--- src/hw/rtl/srbf_pkg.sv ---
`default_nettype none

package srbf_pkg;

    localparam int unsigned CFG_IDX_W = 3;

    typedef enum logic [CFG_IDX_W-1:0] {
        CFG_RA_START  = 3'd0,
        CFG_RA_END    = 3'd1,
        CFG_RA_WRAPS  = 3'd2,
        CFG_SPD_START = 3'd3,
        CFG_SPD_END   = 3'd4,
        CFG_MAG_LOW   = 3'd5,
        CFG_MAG_HIGH  = 3'd6,
        CFG_ZONE_ID   = 3'd7
    } t_cfg_idx;

    localparam logic [26:0] RA_END_RST   = 27'd129600000;
    localparam logic [25:0] SPD_END_RST  = 26'd64800000;
    localparam logic [9:0]  MAG_NONE     = 10'd999;
    localparam logic [9:0]  MAG_HIGH_RST = 10'd999;

    // floor(x / 1000) == (x * DIV_MUL) >> DIV_SHIFT for every 32-bit x.
    localparam logic [28:0] DIV_MUL   = 29'd274877907;
    localparam int unsigned DIV_SHIFT = 38;

    typedef struct packed {
        logic [26:0] ra_start;
        logic [26:0] ra_end;
        logic        ra_wraps;
        logic [25:0] spd_start;
        logic [25:0] spd_end;
        logic [9:0]  mag_low;
        logic [9:0]  mag_high;
        logic [10:0] zone_id;
    } t_cfg;

    typedef struct packed {
        logic [31:0] ra_u;
        logic [31:0] spd_u;
        logic [31:0] recno;
        logic        neg;
        logic        win_ok;
    } t_pass;

    typedef struct packed {
        t_pass       pass;
        logic [31:0] mabs;
    } t_front;

    typedef struct packed {
        t_pass       pass;
        logic [9:0]  rrr;
        logic [9:0]  bbb;
        logic [9:0]  fff;
        logic [3:0]  qd;
    } t_digit;

endpackage

`default_nettype wire

--- src/hw/rtl/srbf_in_if.sv ---
`default_nettype none

interface srbf_in_if;
    logic        valid;
    logic        ready;
    logic [31:0] ra_word;
    logic [31:0] spd_word;
    logic [31:0] mag_word;
    logic [31:0] record_number;

    modport source (output valid, ra_word, spd_word, mag_word, record_number, input ready);
    modport sink   (input valid, ra_word, spd_word, mag_word, record_number, output ready);
endinterface

`default_nettype wire

--- src/hw/rtl/srbf_out_if.sv ---
`default_nettype none

interface srbf_out_if;
    logic               valid;
    logic               ready;
    logic signed [31:0] ra_cas;
    logic signed [31:0] spd_cas;
    logic        [9:0]  red_mag;
    logic        [9:0]  blue_mag;
    logic               act_match;
    logic        [3:0]  quality_flag;
    logic        [9:0]  plate_field;
    logic        [31:0] star_position;
    logic        [10:0] star_zone;

    modport source (
        output valid, ra_cas, spd_cas, red_mag, blue_mag, act_match, quality_flag,
               plate_field, star_position, star_zone,
        input  ready
    );
    modport sink (
        input  valid, ra_cas, spd_cas, red_mag, blue_mag, act_match, quality_flag,
               plate_field, star_position, star_zone,
        output ready
    );
endinterface

`default_nettype wire

--- src/hw/rtl/srbf_cfg_if.sv ---
`default_nettype none

interface srbf_cfg_if;
    logic                             valid;
    logic                             ready;
    logic [srbf_pkg::CFG_IDX_W-1:0]   index;
    logic [31:0]                      data;

    modport source (output valid, index, data, input ready);
    modport sink   (input valid, index, data, output ready);
endinterface

`default_nettype wire

--- src/hw/rtl/srbf_cfg.sv ---
`default_nettype none

module srbf_cfg (
    input  wire logic       i_clk,
    input  wire logic       i_rst_n,
    srbf_cfg_if.sink        i_cfg,
    output srbf_pkg::t_cfg  o_cfg
);

    srbf_pkg::t_cfg r_cfg;
    srbf_pkg::t_cfg n_cfg;

    assign i_cfg.ready = 1'b1;
    assign o_cfg       = r_cfg;

    always_comb begin
        n_cfg = r_cfg;
        if (i_cfg.valid) begin
            case (srbf_pkg::t_cfg_idx'(i_cfg.index))
                srbf_pkg::CFG_RA_START:  n_cfg.ra_start  = i_cfg.data[26:0];
                srbf_pkg::CFG_RA_END:    n_cfg.ra_end    = i_cfg.data[26:0];
                srbf_pkg::CFG_RA_WRAPS:  n_cfg.ra_wraps  = i_cfg.data[0];
                srbf_pkg::CFG_SPD_START: n_cfg.spd_start = i_cfg.data[25:0];
                srbf_pkg::CFG_SPD_END:   n_cfg.spd_end   = i_cfg.data[25:0];
                srbf_pkg::CFG_MAG_LOW:   n_cfg.mag_low   = i_cfg.data[9:0];
                srbf_pkg::CFG_MAG_HIGH:  n_cfg.mag_high  = i_cfg.data[9:0];
                srbf_pkg::CFG_ZONE_ID:   n_cfg.zone_id   = i_cfg.data[10:0];
                default:                 n_cfg = r_cfg;
            endcase
        end
    end

    always_ff @(posedge i_clk) begin
        if (!i_rst_n) begin
            r_cfg.ra_start  <= 27'd0;
            r_cfg.ra_end    <= srbf_pkg::RA_END_RST;
            r_cfg.ra_wraps  <= 1'b0;
            r_cfg.spd_start <= 26'd0;
            r_cfg.spd_end   <= srbf_pkg::SPD_END_RST;
            r_cfg.mag_low   <= 10'd0;
            r_cfg.mag_high  <= srbf_pkg::MAG_HIGH_RST;
            r_cfg.zone_id   <= 11'd0;
        end else begin
            r_cfg <= n_cfg;
        end
    end

endmodule

`default_nettype wire

--- src/hw/rtl/srbf_front.sv ---
`default_nettype none

module srbf_front (
    input  wire logic             i_clk,
    input  wire logic             i_rst_n,
    input  wire srbf_pkg::t_cfg   i_cfg,
    srbf_in_if.sink               i_in,
    input  wire logic             i_ready,
    output logic                  o_valid,
    output srbf_pkg::t_front      o_front
);

    logic             r_valid;
    srbf_pkg::t_front r_front;
    srbf_pkg::t_front n_front;
    logic             w_ready;
    logic             w_ra_ge;
    logic             w_ra_le;
    logic             w_spd_ok;
    logic [31:0]      w_mag_u;

    assign w_ready    = !r_valid || i_ready;
    assign i_in.ready = w_ready;
    assign o_valid    = r_valid;
    assign o_front    = r_front;

    always_comb begin
        n_front.pass.ra_u  = {i_in.ra_word[7:0], i_in.ra_word[15:8],
                              i_in.ra_word[23:16], i_in.ra_word[31:24]};
        n_front.pass.spd_u = {i_in.spd_word[7:0], i_in.spd_word[15:8],
                              i_in.spd_word[23:16], i_in.spd_word[31:24]};
        w_mag_u            = {i_in.mag_word[7:0], i_in.mag_word[15:8],
                              i_in.mag_word[23:16], i_in.mag_word[31:24]};
        n_front.pass.recno = i_in.record_number;
        n_front.pass.neg   = w_mag_u[31];
        n_front.mabs       = w_mag_u[31] ? (32'd0 - w_mag_u) : w_mag_u;

        // A negative coordinate lies below every lower bound and every upper bound.
        w_ra_ge  = !n_front.pass.ra_u[31] && (n_front.pass.ra_u >= {5'd0, i_cfg.ra_start});
        w_ra_le  = n_front.pass.ra_u[31] || (n_front.pass.ra_u <= {5'd0, i_cfg.ra_end});
        w_spd_ok = !n_front.pass.spd_u[31]
                   && (n_front.pass.spd_u >= {6'd0, i_cfg.spd_start})
                   && (n_front.pass.spd_u <= {6'd0, i_cfg.spd_end});
        n_front.pass.win_ok = w_spd_ok && (i_cfg.ra_wraps ? (w_ra_ge || w_ra_le)
                                                          : (w_ra_ge && w_ra_le));
    end

    always_ff @(posedge i_clk) begin
        if (!i_rst_n) begin
            r_valid <= 1'b0;
        end else if (w_ready) begin
            r_valid <= i_in.valid;
        end
    end

    always_ff @(posedge i_clk) begin
        if (w_ready) begin
            r_front <= n_front;
        end
    end

endmodule

`default_nettype wire

--- src/hw/rtl/srbf_digits.sv ---
`default_nettype none

module srbf_digits (
    input  wire logic              i_clk,
    input  wire logic              i_rst_n,
    input  wire logic              i_valid,
    input  wire srbf_pkg::t_front  i_front,
    output logic                   o_ready,
    output logic                   o_valid,
    output srbf_pkg::t_digit       o_digit,
    input  wire logic              i_ready
);

    localparam int unsigned SH = srbf_pkg::DIV_SHIFT;

    // Stage one: magnitude times the reciprocal of a thousand.
    logic             r_v1;
    srbf_pkg::t_front r_f1;
    logic [60:0]      r_p1;
    // Stage two: low three digits, and the quotient times the reciprocal again.
    logic             r_v2;
    srbf_pkg::t_pass  r_pass2;
    logic [21:0]      r_q1;
    logic [9:0]       r_rrr2;
    logic [50:0]      r_p2;
    // Stage three: remaining digits.
    logic             r_v3;
    srbf_pkg::t_digit r_d3;

    logic             w_rdy1;
    logic             w_rdy2;
    logic             w_rdy3;
    logic [21:0]      n_q1;
    logic [31:0]      n_rdiff;
    logic [11:0]      n_q2;
    logic [21:0]      n_bdiff;
    logic [3:0]       n_qd;
    logic [11:0]      n_fdiff;

    assign w_rdy3  = !r_v3 || i_ready;
    assign w_rdy2  = !r_v2 || w_rdy3;
    assign w_rdy1  = !r_v1 || w_rdy2;
    assign o_ready = w_rdy1;
    assign o_valid = r_v3;
    assign o_digit = r_d3;

    always_comb begin
        n_q1    = r_p1[SH+21:SH];
        n_rdiff = r_f1.mabs - ({10'd0, n_q1} * 32'd1000);
        n_q2    = r_p2[SH+11:SH];
        n_bdiff = r_q1 - ({10'd0, n_q2} * 22'd1000);
        if (n_q2 >= 12'd2000) begin
            n_qd    = 4'd2;
            n_fdiff = n_q2 - 12'd2000;
        end else if (n_q2 >= 12'd1000) begin
            n_qd    = 4'd1;
            n_fdiff = n_q2 - 12'd1000;
        end else begin
            n_qd    = 4'd0;
            n_fdiff = n_q2;
        end
    end

    always_ff @(posedge i_clk) begin
        if (!i_rst_n) begin
            r_v1 <= 1'b0;
            r_v2 <= 1'b0;
            r_v3 <= 1'b0;
        end else begin
            if (w_rdy1) begin
                r_v1 <= i_valid;
            end
            if (w_rdy2) begin
                r_v2 <= r_v1;
            end
            if (w_rdy3) begin
                r_v3 <= r_v2;
            end
        end
    end

    always_ff @(posedge i_clk) begin
        if (w_rdy1) begin
            r_f1 <= i_front;
            r_p1 <= {29'd0, i_front.mabs} * {32'd0, srbf_pkg::DIV_MUL};
        end
        if (w_rdy2) begin
            r_pass2 <= r_f1.pass;
            r_q1    <= n_q1;
            r_rrr2  <= n_rdiff[9:0];
            r_p2    <= {29'd0, n_q1} * {22'd0, srbf_pkg::DIV_MUL};
        end
        if (w_rdy3) begin
            r_d3.pass <= r_pass2;
            r_d3.rrr  <= r_rrr2;
            r_d3.bbb  <= n_bdiff[9:0];
            r_d3.fff  <= n_fdiff[9:0];
            r_d3.qd   <= n_qd;
        end
    end

    a_digits_decimal: assert property (@(posedge i_clk) disable iff (!i_rst_n)
        r_v3 |-> (r_d3.rrr <= 10'd999 && r_d3.bbb <= 10'd999 && r_d3.fff <= 10'd999))
        else $error("digit out of decimal range");

    a_digits_top: assert property (@(posedge i_clk) disable iff (!i_rst_n)
        (r_v3 && r_d3.qd == 4'd2) |-> (r_d3.fff <= 10'd147))
        else $error("leading digit two with plate field above 147");

    a_digits_stall: assert property (@(posedge i_clk) disable iff (!i_rst_n)
        (r_v3 && !i_ready) |=> (r_v3 && $stable(r_d3)))
        else $error("stalled digit stage lost its word");

endmodule

`default_nettype wire

--- src/hw/rtl/star_record_box_filter_top.sv ---
`default_nettype none

// Channel | Direction | Payload
// i_in    | sink      | ra_word, spd_word, mag_word, record_number
// o_out   | source    | ra_cas, spd_cas, red_mag, blue_mag, act_match, quality_flag,
//         |           | plate_field, star_position, star_zone
// i_cfg   | sink      | index, data (always ready)
//
// One word is taken every cycle unless a full pipeline is stalled at the output; a kept star passes through
// the window compare stage, three digit stages around two reciprocal multiplications for the division
// by a thousand, and the output register.
// Synchronous active-low reset empties the pipeline and loads the default windows.
// Each stage holds its word when the one after it is full and stalled, so bubbles close up.
// Rejected stars are dropped at the output register.
module star_record_box_filter_top (
    input  wire logic   i_clk,
    input  wire logic   i_rst_n,
    srbf_in_if.sink     i_in,
    srbf_out_if.source  o_out,
    srbf_cfg_if.sink    i_cfg
);

    srbf_pkg::t_cfg   w_cfg;
    logic             w_front_valid;
    srbf_pkg::t_front w_front;
    logic             w_digits_ready;
    logic             w_digit_valid;
    srbf_pkg::t_digit w_digit;
    logic             w_out_ready;
    logic [9:0]       n_red;
    logic [9:0]       n_blue;
    logic             n_keep;

    logic             r_out_valid;
    srbf_pkg::t_digit r_out;
    logic [9:0]       r_red;
    logic [9:0]       r_blue;

    srbf_cfg u_cfg (
        .i_clk   (i_clk),
        .i_rst_n (i_rst_n),
        .i_cfg   (i_cfg),
        .o_cfg   (w_cfg)
    );

    srbf_front u_front (
        .i_clk   (i_clk),
        .i_rst_n (i_rst_n),
        .i_cfg   (w_cfg),
        .i_in    (i_in),
        .i_ready (w_digits_ready),
        .o_valid (w_front_valid),
        .o_front (w_front)
    );

    srbf_digits u_digits (
        .i_clk   (i_clk),
        .i_rst_n (i_rst_n),
        .i_valid (w_front_valid),
        .i_front (w_front),
        .o_ready (w_digits_ready),
        .o_valid (w_digit_valid),
        .o_digit (w_digit),
        .i_ready (w_out_ready)
    );

    assign w_out_ready = !r_out_valid || o_out.ready;

    always_comb begin
        n_red  = (w_digit.rrr == srbf_pkg::MAG_NONE) ? w_digit.bbb : w_digit.rrr;
        n_blue = (w_digit.bbb == 10'd0 && w_digit.fff == 10'd0) ? w_digit.rrr : w_digit.bbb;
        n_keep = w_digit.pass.win_ok && (n_red >= w_cfg.mag_low) && (n_red <= w_cfg.mag_high);
    end

    always_ff @(posedge i_clk) begin
        if (!i_rst_n) begin
            r_out_valid <= 1'b0;
        end else if (w_out_ready) begin
            r_out_valid <= w_digit_valid && n_keep;
        end
    end

    always_ff @(posedge i_clk) begin
        if (w_out_ready) begin
            r_out  <= w_digit;
            r_red  <= n_red;
            r_blue <= n_blue;
        end
    end

    assign o_out.valid         = r_out_valid;
    assign o_out.ra_cas        = $signed(r_out.pass.ra_u);
    assign o_out.spd_cas       = $signed(r_out.pass.spd_u);
    assign o_out.red_mag       = r_red;
    assign o_out.blue_mag      = r_blue;
    assign o_out.act_match     = r_out.pass.neg;
    assign o_out.quality_flag  = r_out.qd;
    assign o_out.plate_field   = r_out.fff;
    assign o_out.star_position = r_out.pass.recno;
    assign o_out.star_zone     = w_cfg.zone_id;

    a_top_backpressure: assert property (@(posedge i_clk) disable iff (!i_rst_n)
        !i_in.ready |-> (r_out_valid && !o_out.ready && w_digit_valid && w_front_valid))
        else $error("input refused while the pipeline has room");

    a_top_window: assert property (@(posedge i_clk) disable iff (!i_rst_n)
        o_out.valid |-> (r_out.pass.win_ok && r_red <= 10'd999))
        else $error("word outside the position windows delivered");

endmodule

`default_nettype wire

--- src/flat_wrapper.sv ---
// flat-port wrapper written by rule: the top's interface ports become plain ports
module star_record_box_filter_top_flat 
  (i_clk, i_rst_n, i_in_valid, i_in_ra_word, i_in_spd_word, i_in_mag_word, i_in_record_number, i_in_ready, o_out_valid, o_out_ra_cas, o_out_spd_cas, o_out_red_mag, o_out_blue_mag, o_out_act_match, o_out_quality_flag, o_out_plate_field, o_out_star_position, o_out_star_zone, o_out_ready, i_cfg_valid, i_cfg_index, i_cfg_data, i_cfg_ready);
  srbf_in_if i_in_i ();
  srbf_out_if o_out_i ();
  srbf_cfg_if i_cfg_i ();
  input  wire logic i_clk;
  input  wire logic i_rst_n;
  input wire logic [$bits(i_in_i.valid)-1:0] i_in_valid;
  input wire logic [$bits(i_in_i.ra_word)-1:0] i_in_ra_word;
  input wire logic [$bits(i_in_i.spd_word)-1:0] i_in_spd_word;
  input wire logic [$bits(i_in_i.mag_word)-1:0] i_in_mag_word;
  input wire logic [$bits(i_in_i.record_number)-1:0] i_in_record_number;
  output wire logic [$bits(i_in_i.ready)-1:0] i_in_ready;
  output wire logic [$bits(o_out_i.valid)-1:0] o_out_valid;
  output wire logic [$bits(o_out_i.ra_cas)-1:0] o_out_ra_cas;
  output wire logic [$bits(o_out_i.spd_cas)-1:0] o_out_spd_cas;
  output wire logic [$bits(o_out_i.red_mag)-1:0] o_out_red_mag;
  output wire logic [$bits(o_out_i.blue_mag)-1:0] o_out_blue_mag;
  output wire logic [$bits(o_out_i.act_match)-1:0] o_out_act_match;
  output wire logic [$bits(o_out_i.quality_flag)-1:0] o_out_quality_flag;
  output wire logic [$bits(o_out_i.plate_field)-1:0] o_out_plate_field;
  output wire logic [$bits(o_out_i.star_position)-1:0] o_out_star_position;
  output wire logic [$bits(o_out_i.star_zone)-1:0] o_out_star_zone;
  input wire logic [$bits(o_out_i.ready)-1:0] o_out_ready;
  input wire logic [$bits(i_cfg_i.valid)-1:0] i_cfg_valid;
  input wire logic [$bits(i_cfg_i.index)-1:0] i_cfg_index;
  input wire logic [$bits(i_cfg_i.data)-1:0] i_cfg_data;
  output wire logic [$bits(i_cfg_i.ready)-1:0] i_cfg_ready;
  assign i_in_i.valid = i_in_valid;
  assign i_in_i.ra_word = i_in_ra_word;
  assign i_in_i.spd_word = i_in_spd_word;
  assign i_in_i.mag_word = i_in_mag_word;
  assign i_in_i.record_number = i_in_record_number;
  assign i_in_ready = i_in_i.ready;
  assign o_out_valid = o_out_i.valid;
  assign o_out_ra_cas = o_out_i.ra_cas;
  assign o_out_spd_cas = o_out_i.spd_cas;
  assign o_out_red_mag = o_out_i.red_mag;
  assign o_out_blue_mag = o_out_i.blue_mag;
  assign o_out_act_match = o_out_i.act_match;
  assign o_out_quality_flag = o_out_i.quality_flag;
  assign o_out_plate_field = o_out_i.plate_field;
  assign o_out_star_position = o_out_i.star_position;
  assign o_out_star_zone = o_out_i.star_zone;
  assign o_out_i.ready = o_out_ready;
  assign i_cfg_i.valid = i_cfg_valid;
  assign i_cfg_i.index = i_cfg_index;
  assign i_cfg_i.data = i_cfg_data;
  assign i_cfg_ready = i_cfg_i.ready;
  star_record_box_filter_top u_core (.i_clk(i_clk), .i_rst_n(i_rst_n), .i_in(i_in_i), .o_out(o_out_i), .i_cfg(i_cfg_i));
endmodule
--- config.mk ---
export PLATFORM = sky130hd
export DESIGN_NAME = star_record_box_filter_top_flat
export DESIGN_NICKNAME = d
export VERILOG_FILES = /design/src/hw/rtl/srbf_pkg.sv /design/src/hw/rtl/srbf_in_if.sv /design/src/hw/rtl/srbf_out_if.sv /design/src/hw/rtl/srbf_cfg_if.sv /design/src/hw/rtl/srbf_cfg.sv /design/src/hw/rtl/srbf_front.sv /design/src/hw/rtl/srbf_digits.sv /design/src/hw/rtl/star_record_box_filter_top.sv /design/src/flat_wrapper.sv
export SDC_FILE = /design/constraint.sdc
export NUM_CORES = 2
export LEC_CHECK = 0
export ABC_AREA = 1
export CORE_ASPECT_RATIO = 1.4
export CORE_MARGIN = 3
export CORE_UTILIZATION = 40
export CTS_BUF_LIST = sky130_fd_sc_hd__clkbuf_8
export DETAILED_ROUTE_END_ITERATION = 10
export DONT_BUFFER_PORTS = 1
export GPL_TIMING_DRIVEN = 0
export PLACE_DENSITY = 0.65
export SYNTH_ARGS = -nofsm -noshare
export SYNTH_HDL_FRONTEND = slang
export SYNTH_SLANG_ARGS = --single-unit
--- constraint.sdc ---
create_clock -name i_clk -period 14.65 [get_ports i_clk]
set_input_delay 1.465 -clock i_clk [delete_from_list [all_inputs] [get_ports i_clk]]
set_output_delay 1.465 -clock i_clk [all_outputs]
set_load 0.005 [all_outputs]
==> results.yml <==
clocking:
  htreeDepth: 3
  cts-buffers-inserted: 121
  cts_setup_buffers: 0
  clockBufferDepth: 3
  cts.clk_slew.worst_paths_ns: 0.06
  clock-sinks: 792
  ctsHoldBuffers: 0
  cts_root_buf: "clkbuf_8"
  cts_resized: 0
  clock_latency_ns: 0.78
  cts_tree: "yes"
synthesis:
  syn_inst: 4904
  synth.area.top_cells: "edfxtp_1 36%, ha_1 18%, fa_1 18%, inv_1 8.1%, dfxtp_1 5.2%"
  syn_area_um2: 54810
  synth.lib_cells_used.distinct: 54
  synth_warnings: 0
  yosys.area.top_type: "edfxtp_1"
  synth_flop_cell: "edfxtp_1"
  ys_ff_latch: 792
  syn_avg_cell_area_um2: 11.18
  synth_seq_area_share: 0.4078
  synthArstFlopShare: 0
  synth_top_area_frac: 0.3556
  synth_edf_count: 649
global_route:
  grt_pass1_vias: 36745
  grt_pass1_wl_um: 211200
  gr-total-overflow: 0
  grt_max_degree: 95
  antenna_found_initial: 10
  track_usage: 0.1963
drt:
  drt-vias-per-instance: 4.987
  vias: 34546
  detail-route-antenna-nets: 0
  route.detailed.drc: 0
  routed_wl_um: 138700
  drtIter0Drc: 1883
  dr.pass1.iters: 5
  wl_per_cell_um: 20.02
sta:
  final_hold_viol_count: 0
  tightestPinTransition_ns: 0.9590
  finalSetupViolCount: 0
  slew_viol_final: 0
  clock_skew_ns: 0.05147
  fin_crit_ns: 7.328
  period_share: 0.5002
  rsz0062_at_grt: "no"
  slew_headroom: 0.3606
  max_freq_ghz: 0.1365
setup_path:
  crit_path_end_kind: "register"
  r2r_setup_slack_ns: 7.32
  timing.rr.start: "u_core.u_front.o_front[20]$_DFFE_PP_"
  arrival_ns: 7.82
  criticalPathCategory: "register to register"
  required_ns: 15.14
  r2r-end: "u_core.u_digits.r_p1[47]$_DFFE_PP_"
  critPathMaxFanout: 10
  rr_worst_depth: 24
  cp-start-kind: "register"
die:
  die_height_um: 444.0
  rows: 160
  initial_core_util: 0.4032
  die_area_um2: 141600
  core-area_um2: 135900
  ios: 313
  die_w_um: 318.9
hold_path:
  hold_path_end: "u_core.o_out.star_position[27]$_DFFE_PP_"
  min-delay-path-class: "register to register"
  whs_path_depth: 0
  hold_start: "u_core.u_digits.o_digit[63]$_DFFE_PP_"
layout:
  syn2layout_area_growth_pct: 9.245
  fillers: 12534
  nets: 6484
  utilization: 0.4405
  drive_gt1_frac: 0.04397
placement:
  portBuffers: 0
  dp_hpwl_um: 114600
  gp_congestion: 0.9392
status:
  outcome: "complete, no violations"
flow_run:
  drv_cap: 0
-- worst max path at each step --
stage                                         endpoint  cells past startpoint                                  from
floorplan                                   i_in_ready                      6                           o_out_ready
global placement                            i_in_ready                      6                           o_out_ready
detailed placement  u_core.u_digits.r_p1[53]$_DFFE_PP_                     24   u_core.u_front.o_front[8]$_DFFE_PP_
CTS                 u_core.u_digits.r_p1[53]$_DFFE_PP_                     24   u_core.u_front.o_front[8]$_DFFE_PP_
global route        u_core.u_digits.r_p1[48]$_DFFE_PP_                     23   u_core.u_front.o_front[8]$_DFFE_PP_
finish              u_core.u_digits.r_p1[47]$_DFFE_PP_                     24  u_core.u_front.o_front[20]$_DFFE_PP_
-- sequential cells by signal, summed over array words and instances, names as in the netlist, 2 cells and up --
| register | cells |
|---|---|
| u_core.u_digits.o_digit | 130 |
| u_core.o_out.quality_flag | 2 |
| u_core.o_out.ra_cas | 32 |
| u_core.u_front.o_front | 130 |
| u_core.u_digits.r_f1 | 108 |
| u_core.u_digits.r_p1 | 22 |
| u_core.u_digits.r_q1 | 10 |
| u_core.o_out.red_mag | 10 |
| u_core.u_cfg.o_cfg | 138 |
| u_core.u_digits.r_pass2 | 98 |
| u_core.o_out.spd_cas | 32 |
| u_core.o_out.plate_field | 10 |
| u_core.o_out.star_position | 32 |
| u_core.u_digits.r_p2 | 12 |
| u_core.o_out.blue_mag | 10 |
| u_core.u_digits.r_rrr2 | 10 |
-- cells in the mapped netlist (4+ instances only) --
library cell  count
a211oi_1          7
a21o_1           15
a21oi_1         293
a31oi_1          32
and3_1            7
buf_4            14
clkbuf_1         41
dfxtp_1         143
edfxtp_1        649
fa_1            491
ha_1            790
inv_1          1190
nand2_1         392
nand3_1          60
nand3_2           4
nand4_1          36
nor2_1          256
nor3_1           27
nor4_1           17
o211ai_1         35
o21a_1            9
o21ai_0         229
o21ai_1           5
o21bai_1         12
o31ai_1           4
or2_2             6
xnor2_1          34
xor2_1           64
-- metal layers --
metal,part of all wire,vias to the layer above,track usage
met3,0.054,346,0.03031
met1,0.39,16779,0.2318
met4,0.058,2,0.1025
li1,-,16339,-
met5,0.000087,-,0
met2,0.50,1080,0.3450
-- through the flow --
stage          TNS (ns)  setup slack (ns)  instance area, µm²  hold WS (ns)  std cells
3_3_place_gp    -141.23            -1.613               57040        0.4002       6687
6_report              0             7.322               59880        0.3787       6927
5_1_grt               0             7.025               59870        0.3878       6925
2_1_floorplan         0             2.990               54810        0.4003       4905
4_1_cts               0             7.387               59860        0.3714       6922
3_5_place_dp          0             7.420               57270        0.4045       6694
-- critical path, cell delays in order (launching register included) --
cell,delay (ns)
edfxtp_1,0.78
ha_1,0.37
fa_1,0.47
fa_1,0.54
inv_1,0.05
fa_1,0.50
inv_1,0.07
fa_1,0.52
inv_1,0.06
fa_1,0.47
inv_1,0.05
fa_1,0.53
inv_1,0.05
fa_1,0.51
inv_1,0.06
ha_1,0.32
nand2_1,0.09
nor2_1,0.13
inv_1,0.06
nor2_1,0.20
and3_1,0.26
nand3_1,0.09
nand3_1,0.30
a21oi_1,0.14
xnor2_1,0.43
-- cells in the final DEF, fill, tap and decap left out, types with 36 or more instances in the layout --
| cell | instances |
|---|---|
| a21oi_1 | 293 |
| clkbuf_1 | 41 |
| clkbuf_8 | 136 |
| dfxtp_1 | 143 |
| edfxtp_1 | 649 |
| fa_1 | 491 |
| ha_1 | 790 |
| inv_1 | 1225 |
| nand2_1 | 390 |
| nand3_1 | 60 |
| nand4_1 | 36 |
| nor2_1 | 256 |
| o21ai_0 | 229 |
| xor2_1 | 64 |
-- layout make-up --
class | instances | area [µm²] | share of cell area
buffer | 57 | 269.0 | 0.004493
clock buffer | 136 | 1872 | 0.03126
timing repair buffer | 7 | 192.7 | 0.003218
antenna | 5 | 12.51 | 0.0002090
sequential | 792 | 22350 | 0.3733
multi-input combinational | 2863 | 27730 | 0.4631
clock inverter | 92 | 726.9 | 0.01214
tap | 1782 | 2230 | 0.03724
inverter | 1193 | 4493 | 0.07504
-- kinds of logic after synthesis --
family                     share of synthesized area
other                                      0.0001370
AOI/OAI and AO/OA                            0.06636
and+or+nand+nor                              0.06376
buffers and inverters                        0.08661
DFF                                           0.4078
xor gates and xnor gates                     0.01566
adders and majority gates                     0.3597
Power is not shown: default switching activity piles up to over one toggle a cycle in this logic, so the estimate is an artifact.
